==> config.mk <==
export PLATFORM = sky130hd
export DESIGN_NAME = starfield_perspective_project_unit
export DESIGN_NICKNAME = d
export VERILOG_FILES = /design/src/rtl/sfpp_pkg.sv /design/src/rtl/starfield_perspective_project_unit.sv
export SDC_FILE = /design/constraint.sdc
export NUM_CORES = 2
export LEC_CHECK = 0
export BUFFER_PORTS_ARGS = -buffer_cell sky130_fd_sc_hd__buf_2
export CORE_MARGIN = 3
export CORE_UTILIZATION = 39
export DETAILED_ROUTE_END_ITERATION = 6
export GPL_TIMING_DRIVEN = 1
export SLEW_MARGIN = 20
export SYNTH_ARGS = -nofsm -noshare
export SYNTH_HDL_FRONTEND = slang
export SYNTH_SLANG_ARGS = --single-unit
==> constraint.sdc <==
create_clock -name clk -period 21.6 [get_ports clk]
set_clock_uncertainty 0.15 [all_clocks]
set_input_delay 2.16 -clock clk [delete_from_list [all_inputs] [get_ports clk]]
set_output_delay 2.16 -clock clk [all_outputs]
set_load 0.05 [all_outputs]
==> src/rtl/sfpp_pkg.sv <==
package sfpp_pkg;

	// Configuration register indexes
	localparam logic [2:0] CFG_VIEW_DISTANCE = 3'd0;
	localparam logic [2:0] CFG_SCREEN_WIDTH  = 3'd1;
	localparam logic [2:0] CFG_SCREEN_HEIGHT = 3'd2;
	localparam logic [2:0] CFG_ROW_PITCH     = 3'd3;
	localparam logic [2:0] CFG_DEPTH_STEP    = 3'd4;
	localparam logic [2:0] CFG_NEAR_PLANE    = 3'd5;
	localparam logic [2:0] CFG_FAR_PLANE     = 3'd6;

	// Reset values
	localparam logic [11:0] RST_VIEW_DISTANCE = 12'd320;
	localparam logic [12:0] RST_SCREEN_WIDTH  = 13'd640;
	localparam logic [12:0] RST_SCREEN_HEIGHT = 13'd480;
	localparam logic [12:0] RST_ROW_PITCH     = 13'd640;
	localparam logic [8:0]  RST_DEPTH_STEP    = 9'd4;
	localparam logic [15:0] RST_NEAR_PLANE    = 16'd10;
	localparam logic [15:0] RST_FAR_PLANE     = 16'd2000;

	localparam logic [12:0] MAX_SCREEN = 13'd4096;
	localparam logic [15:0] DEPTH_MAX  = 16'hFFFF;

	// Quotient bits resolved per divider stage
	localparam int DIV_BITS = 3;

	typedef struct packed {
		logic signed [11:0] point_x;
		logic signed [11:0] point_y;
		logic [15:0]        point_z;
		logic [15:0]        point_color;
	} point_t;

	typedef struct packed {
		logic [15:0] new_depth;
		logic        visible;
		logic [11:0] screen_x;
		logic [11:0] screen_y;
		logic [23:0] pixel_index;
		logic [15:0] pixel_color;
	} result_t;

	// One divider lane: |numerator| / depth, 12 quotient bits plus overflow
	typedef struct packed {
		logic [28:0] rem;
		logic [11:0] quo;
		logic        neg;
		logic        ovf;
	} div_lane_t;

	typedef struct packed {
		logic [15:0] nz;
		logic [15:0] color;
		div_lane_t   lx;
		div_lane_t   ly;
	} div_pipe_t;

	// Three restoring steps, quotient bits top..top-2
	function automatic div_lane_t div_step3(div_lane_t l, logic [15:0] d, logic [3:0] top);
		div_lane_t   r;
		logic [28:0] sh;
		logic [3:0]  b;
		r = l;
		for (int i = 0; i < DIV_BITS; i++) begin
			b  = top - 4'(i);
			sh = 29'(d) << b;
			if (r.rem >= sh) begin
				r.rem    = r.rem - sh;
				r.quo[b] = 1'b1;
			end
		end
		return r;
	endfunction

endpackage

==> src/rtl/starfield_perspective_project_unit.sv <==
// Channel   Handshake            Payload
// -------   ------------------   -----------------------------------------
// point     start / busy         sfpp_pkg::point_t  (x, y, z, color)
// result    done (strobe)        sfpp_pkg::result_t (depth, vis, x, y, idx, color)
// config    cfg_we               cfg_index, cfg_data (16 bit)
//
// Nine-stage pipeline: one item per cycle. Depth update, four multipliers,
// numerator build, four divider stages of three quotient bits each, clip,
// then pixel index add. busy is never raised; there is no stall and the
// receiver takes every done. arst_n clears stage valids and loads the
// register reset values.
module starfield_perspective_project_unit (
	input  logic                clk,
	input  logic                arst_n,
	input  logic                start,
	output logic                busy,
	input  sfpp_pkg::point_t    point,
	input  logic                cfg_we,
	input  logic [2:0]          cfg_index,
	input  logic [15:0]         cfg_data,
	output logic                done,
	output sfpp_pkg::result_t   result
);

	// Configuration registers
	logic [11:0] vd_q;
	logic [12:0] sw_q, sh_q, pitch_q;
	logic [8:0]  step_q;
	logic [15:0] near_q, far_q;

	always_ff @(posedge clk or negedge arst_n) begin
		if (!arst_n) begin
			vd_q    <= sfpp_pkg::RST_VIEW_DISTANCE;
			sw_q    <= sfpp_pkg::RST_SCREEN_WIDTH;
			sh_q    <= sfpp_pkg::RST_SCREEN_HEIGHT;
			pitch_q <= sfpp_pkg::RST_ROW_PITCH;
			step_q  <= sfpp_pkg::RST_DEPTH_STEP;
			near_q  <= sfpp_pkg::RST_NEAR_PLANE;
			far_q   <= sfpp_pkg::RST_FAR_PLANE;
		end else if (cfg_we) begin
			case (cfg_index)
				sfpp_pkg::CFG_VIEW_DISTANCE: vd_q    <= cfg_data[11:0];
				sfpp_pkg::CFG_SCREEN_WIDTH:  sw_q    <= cfg_data[12:0];
				sfpp_pkg::CFG_SCREEN_HEIGHT: sh_q    <= cfg_data[12:0];
				sfpp_pkg::CFG_ROW_PITCH:     pitch_q <= cfg_data[12:0];
				sfpp_pkg::CFG_DEPTH_STEP:    step_q  <= cfg_data[8:0];
				sfpp_pkg::CFG_NEAR_PLANE:    near_q  <= cfg_data;
				sfpp_pkg::CFG_FAR_PLANE:     far_q   <= cfg_data;
				default: ;
			endcase
		end
	end

	// Clamped screen size and center
	logic [12:0] w_eff, h_eff;
	logic [11:0] cx, cy;
	assign w_eff = (sw_q > sfpp_pkg::MAX_SCREEN) ? sfpp_pkg::MAX_SCREEN : sw_q;
	assign h_eff = (sh_q > sfpp_pkg::MAX_SCREEN) ? sfpp_pkg::MAX_SCREEN : sh_q;
	assign cx    = w_eff[12:1];
	assign cy    = h_eff[12:1];

	assign busy = 1'b0;

	logic accept;
	assign accept = start && !busy;

	// Stage valids
	logic v_s1, v_s2, v_s3, v_s4, v_s5, v_s6, v_s7, v_s8, v_s9;

	always_ff @(posedge clk or negedge arst_n) begin
		if (!arst_n) begin
			{v_s1, v_s2, v_s3, v_s4, v_s5, v_s6, v_s7, v_s8, v_s9} <= '0;
		end else begin
			v_s1 <= accept;
			v_s2 <= v_s1;
			v_s3 <= v_s2;
			v_s4 <= v_s3;
			v_s5 <= v_s4;
			v_s6 <= v_s5;
			v_s7 <= v_s6;
			v_s8 <= v_s7;
			v_s9 <= v_s8;
		end
	end

	// Stage 1: depth step, wrap at near plane, saturate at max
	logic signed [17:0] nz_raw;
	logic [15:0]        nz_next;
	assign nz_raw = $signed({2'b00, point.point_z}) - $signed({{9{step_q[8]}}, step_q});

	always_comb begin
		if (nz_raw <= $signed({2'b00, near_q}))
			nz_next = far_q;
		else if (nz_raw > $signed({2'b00, sfpp_pkg::DEPTH_MAX}))
			nz_next = sfpp_pkg::DEPTH_MAX;
		else
			nz_next = nz_raw[15:0];
	end

	logic [15:0]        nz_s1, color_s1;
	logic signed [11:0] x_s1, y_s1;

	always_ff @(posedge clk) begin
		nz_s1    <= nz_next;
		color_s1 <= point.point_color;
		x_s1     <= point.point_x;
		y_s1     <= point.point_y;
	end

	// Stage 2: center times depth, view distance times coordinate
	logic [15:0]        nz_s2, color_s2;
	logic [27:0]        cxz_s2, cyz_s2;
	logic signed [24:0] vdx_s2, vdy_s2;

	always_ff @(posedge clk) begin
		nz_s2    <= nz_s1;
		color_s2 <= color_s1;
		cxz_s2   <= cx * nz_s1;
		cyz_s2   <= cy * nz_s1;
		vdx_s2   <= $signed({1'b0, vd_q}) * x_s1;
		vdy_s2   <= $signed({1'b0, vd_q}) * y_s1;
	end

	// Stage 3: signed numerators, magnitude, overflow past 12 quotient bits
	logic signed [29:0] numx, numy;
	logic [29:0]        magx, magy;
	sfpp_pkg::div_lane_t lx_init, ly_init;

	assign numx = $signed({2'b00, cxz_s2}) + 30'(vdx_s2);
	assign numy = $signed({2'b00, cyz_s2}) - 30'(vdy_s2);
	assign magx = numx[29] ? 30'(-numx) : 30'(numx);
	assign magy = numy[29] ? 30'(-numy) : 30'(numy);

	always_comb begin
		lx_init.rem = magx[28:0];
		lx_init.quo = '0;
		lx_init.neg = numx[29];
		lx_init.ovf = (magx[28:12] >= {1'b0, nz_s2});
		ly_init.rem = magy[28:0];
		ly_init.quo = '0;
		ly_init.neg = numy[29];
		ly_init.ovf = (magy[28:12] >= {1'b0, nz_s2});
	end

	sfpp_pkg::div_pipe_t d_s3, d_s4, d_s5, d_s6, d_s7;

	always_ff @(posedge clk) begin
		d_s3.nz    <= nz_s2;
		d_s3.color <= color_s2;
		d_s3.lx    <= lx_init;
		d_s3.ly    <= ly_init;
	end

	// Stages 4-7: restoring division, three quotient bits per stage
	always_ff @(posedge clk) begin
		d_s4.nz    <= d_s3.nz;
		d_s4.color <= d_s3.color;
		d_s4.lx    <= sfpp_pkg::div_step3(d_s3.lx, d_s3.nz, 4'd11);
		d_s4.ly    <= sfpp_pkg::div_step3(d_s3.ly, d_s3.nz, 4'd11);
		d_s5.nz    <= d_s4.nz;
		d_s5.color <= d_s4.color;
		d_s5.lx    <= sfpp_pkg::div_step3(d_s4.lx, d_s4.nz, 4'd8);
		d_s5.ly    <= sfpp_pkg::div_step3(d_s4.ly, d_s4.nz, 4'd8);
		d_s6.nz    <= d_s5.nz;
		d_s6.color <= d_s5.color;
		d_s6.lx    <= sfpp_pkg::div_step3(d_s5.lx, d_s5.nz, 4'd5);
		d_s6.ly    <= sfpp_pkg::div_step3(d_s5.ly, d_s5.nz, 4'd5);
		d_s7.nz    <= d_s6.nz;
		d_s7.color <= d_s6.color;
		d_s7.lx    <= sfpp_pkg::div_step3(d_s6.lx, d_s6.nz, 4'd2);
		d_s7.ly    <= sfpp_pkg::div_step3(d_s6.ly, d_s6.nz, 4'd2);
	end

	// Stage 8: clip; a negative quotient is on screen only when it truncates to zero
	// and the screen is not empty
	logic        visx, visy, vis;
	logic [11:0] sx, sy;

	always_comb begin
		if (d_s7.lx.neg)
			visx = !d_s7.lx.ovf && (d_s7.lx.quo == 12'd0) && (w_eff != 13'd0);
		else
			visx = !d_s7.lx.ovf && ({1'b0, d_s7.lx.quo} < w_eff);
		if (d_s7.ly.neg)
			visy = !d_s7.ly.ovf && (d_s7.ly.quo == 12'd0) && (h_eff != 13'd0);
		else
			visy = !d_s7.ly.ovf && ({1'b0, d_s7.ly.quo} < h_eff);
		vis = visx && visy && (d_s7.nz != 16'd0);
		sx  = (vis && !d_s7.lx.neg) ? d_s7.lx.quo : 12'd0;
		sy  = (vis && !d_s7.ly.neg) ? d_s7.ly.quo : 12'd0;
	end

	logic [15:0] nz_s8, color_s8;
	logic        vis_s8;
	logic [11:0] sx_s8, sy_s8;
	logic [24:0] row_s8;

	always_ff @(posedge clk) begin
		nz_s8    <= d_s7.nz;
		color_s8 <= vis ? d_s7.color : 16'd0;
		vis_s8   <= vis;
		sx_s8    <= sx;
		sy_s8    <= sy;
		row_s8   <= sy * pitch_q;
	end

	// Stage 9: pixel index and output register
	sfpp_pkg::result_t res_s9;

	always_ff @(posedge clk) begin
		res_s9.new_depth   <= nz_s8;
		res_s9.visible     <= vis_s8;
		res_s9.screen_x    <= sx_s8;
		res_s9.screen_y    <= sy_s8;
		res_s9.pixel_index <= row_s8[23:0] + 24'(sx_s8);
		res_s9.pixel_color <= color_s8;
	end

	assign done   = v_s9;
	assign result = res_s9;

	// Checks
	a_latency: assert property (@(posedge clk) disable iff (!arst_n)
		(start && !busy) |-> ##9 done)
		else $error("item did not come out nine cycles after start");

	a_hidden_zero: assert property (@(posedge clk) disable iff (!arst_n)
		(done && !result.visible) |-> (result.screen_x == 12'd0 &&
		result.screen_y == 12'd0 && result.pixel_index == 24'd0 &&
		result.pixel_color == 16'd0))
		else $error("hidden point carries nonzero fields");

	a_on_screen: assert property (@(posedge clk) disable iff (!arst_n)
		(done && result.visible) |-> ({1'b0, result.screen_x} < w_eff &&
		{1'b0, result.screen_y} < h_eff && result.new_depth != 16'd0))
		else $error("visible point outside the screen");

endmodule

==> results.sh <==
export IMPL_avgSynthCellArea_um2=8.74
export IMPL_critPathKind="flip-flop to flip-flop"
export IMPL_synthArstFlopShare_pct=10.9
export IMPL_grt_usage_pct=20.8
export IMPL_final_common_cell="inv_1"
export IMPL_drive_above_1_share_pct=7.79
export IMPL_min_delay_path_class="flip-flop to flip-flop"
export IMPL_max_clock_freq_ghz=0.0937
export IMPL_drc=0
export IMPL_antenna_found_initial=14
export IMPL_yosysWarnings=0
export IMPL_synthFlopType="dfxtp_1"
export IMPL_overflow=0
export IMPL_final_nets=10742
export IMPL_start_kind="flip-flop"
export IMPL_setup_worst_path_end_class="flip-flop"
export IMPL_min_path_cells=0
export IMPL_clock_sinks=929
export IMPL_cts_resized_gates=0
export IMPL_synth_seq_cells=929
export IMPL_die_area_mm2=0.209
export IMPL_ant_nets=0
export IMPL_ys_seq_area_share_pct=24.1
export IMPL_rows=164
export IMPL_rsz0062_at_grt="no"
export IMPL_reg2regPathDepth=37
export IMPL_grt_pass1_wl_mm=350
export IMPL_layout_common_cells="inv_1, nand2_1, ha_1, dfxtp_1, fa_1"
export IMPL_ys_types=99
export IMPL_outcome="finished clean"
export IMPL_syn_area_mm2=0.0793
export IMPL_setup_viol=0
export IMPL_clkLatencyLatePin_ps=780
export IMPL_period_share_pct=49.4
export IMPL_post_place_ws_ps=10860
export IMPL_synth_edff_count=0
export IMPL_place_congestion=0.937
export IMPL_r2r_end="d_s5[38]"
export IMPL_grt_pass1_vias=62903
export IMPL_relSlewSlack_pct=26.1
export IMPL_grt_max_degree=67
export IMPL_holdPathEnd="d_s5[116]"
export IMPL_min_from="d_s4[116]"
export IMPL_io_pins=162
export IMPL_fillers=19655
export IMPL_avgRoutedWirePerCell_um=18.5
export IMPL_max_slew_worst_pin_slew_ps=1110
export IMPL_totalNegativeSetupSlack_ps=0
export IMPL_final_core_util_pct=43.2
export IMPL_final_area_mm2=0.0870
export IMPL_dpl_cell_area_mm2=0.0831
export IMPL_fp_dieH_um=457
export IMPL_cts_inserted_buffers=107
export IMPL_die_w_um=457
export IMPL_routed_wl_mm=221
export IMPL_crit_path_top_delay_cell="nor2_2"
export IMPL_r2r_start="d_s4[103]"
export IMPL_final_setup_worst_slack_ps=10920
export IMPL_vias=63308
export IMPL_hpwl_mm=175
export IMPL_io_buffers=160
export IMPL_drv_cap=0
export IMPL_initial_core_util_pct=39.5
export IMPL_hold_violations=0
export IMPL_path_clk_slew_ps=60
export IMPL_cp_arrival_ps=11130
export IMPL_core_area_mm2=0.201
export IMPL_drt_iter0_drc=3962
export IMPL_slowest_delay_ps=600
export IMPL_synth_cells=9074
export IMPL_cts_htree_levels=3
export IMPL_required_ps=22060
export IMPL_cts_setup_buffers=0
export IMPL_path_max_fanout=33
export IMPL_period_minus_slack_ps=10680
export IMPL_postCtsHoldBufs=0
export IMPL_reg2reg_setup_slack_ps=10920
export IMPL_cts_tree="yes"
export IMPL_drtPass1Iterations=6
export IMPL_vias_per_cell=5.31
export IMPL_areaGrowthSynthToFinish_pct=9.61
export IMPL_cts_buffer_depth=3
export IMPL_drv_slew=0
export IMPL_syn_nets=10657
export IMPL_cts_root_buf="clkbuf_16"
worst max-delay path: cells and delay by family (launching register included):
family | cells | cell delay (ps)
compound gates | 19 | 4850
simple gates | 10 | 2650
buf+inv | 5 | 1410
fa+ha+maj | 3 | 1100
flops | 1 | 370
cells in the mapped netlist (all sizes together) (19+ instances only):
cell    number  area [um2]
nor2       450        1690
nor3       169         861
xor2       169        1480
and3       106         663
nand3      120         601
a21boi      52         390
nand4      104         657
or2         43         269
a31oi       52         325
o31a        23         201
a211o       25         219
nor4        54         359
o21a       101         758
a21oi      466        2330
a211oi      63         478
nand2     1050        3940
a21o       190        1430
buf         20         103
nand2b     101         632
mux2       171        1930
fa         617       12400
or3         51         319
dfxtp      828       16600
mux2i       41         410
o31ai       62         465
dfrtp       82        2050
o21ai      454        2270
and2       282        1760
dfstp       19         499
clkbuf     243         912
and4        24         210
o211ai      37         278
ha         887       11100
nor2b      114         713
inv       1131        4250
xnor2      368        3220
o21bai      43         323
layout make-up:
class                           instances  area, um2  share of cell area (%)
Clock buffer                          133       2910                    3.34
Antenna cell                            3       7.51                 0.00863
Timing Repair Buffer                  239       1400                    1.61
Sequential cell                       929      19100                    22.0
Multi-Input combinational cell       6749      55000                    63.3
Inverter                             1133       4250                    4.89
Tap cell                             2656       3320                    3.82
Clock inverter                         71        920                    1.06
state kept, by name (all words and copies together) (netlist names), 24 cells and up:
| name | count |
|---|---|
| cyz_s2 | 28 |
| d_s5 | 106 |
| result | 81 |
| row_s8 | 24 |
| cxz_s2 | 28 |
| vdy_s2 | 25 |
| d_s7 | 60 |
| vdx_s2 | 25 |
| d_s6 | 112 |
| d_s4 | 100 |
| d_s3 | 94 |
metrics by stage:
step | hold WS [ps] | instances
floorplan | 160 | 9074
global placement | 160 | 11706
detailed placement | 162 | 11706
CTS | 149 | 11910
global route | 158 | 11910
finish | 155 | 11913
logic make-up (layout without fill, tap and decap cells):
kind of cell | after synthesis | in the layout | synth area share, %
flops | 929 | 929 | 24.1
mux | 212 | 212 | 2.95
xor+xnor | 537 | 537 | 5.93
fa+ha+maj | 1504 | 1504 | 29.6
buf+inv | 1396 | 1576 | 6.64
other cells | 1 | 4 | 0.00473
compound gates | 1740 | 1740 | 13.9
simple gates | 2755 | 2755 | 16.9
worst max path at each step:
stage	slack (ps)	endpoint	startpoint	depth (start not counted)
final	10920	d_s5[38]	d_s4[103]	37
after CTS	10820	d_s6[74]	d_s5[103]	31
after global routing	9760	d_s5[84]	d_s4[103]	39
after detailed placement	10860	d_s6[74]	d_s5[103]	31
after global placement	11090	d_s6[74]	d_s5[103]	31
after floorplan	12500	d_s4[26]	d_s3[103]	37
routing by layer:
metal / GRT usage (%) / up-vias / part of all wire (%)
met2: 33.5 / 1692 / 45
li1: - / 30713 / -
met3: 2.67 / 332 / 5.3
met4: 7.80 / 2 / 4.0
met1: 28.4 / 30569 / 46
met5: 0 / - / 0.0045
Power is left out: the tool's default activity adds up to more than one toggle a clock period on the data nets, which glitch-free logic cannot reach.
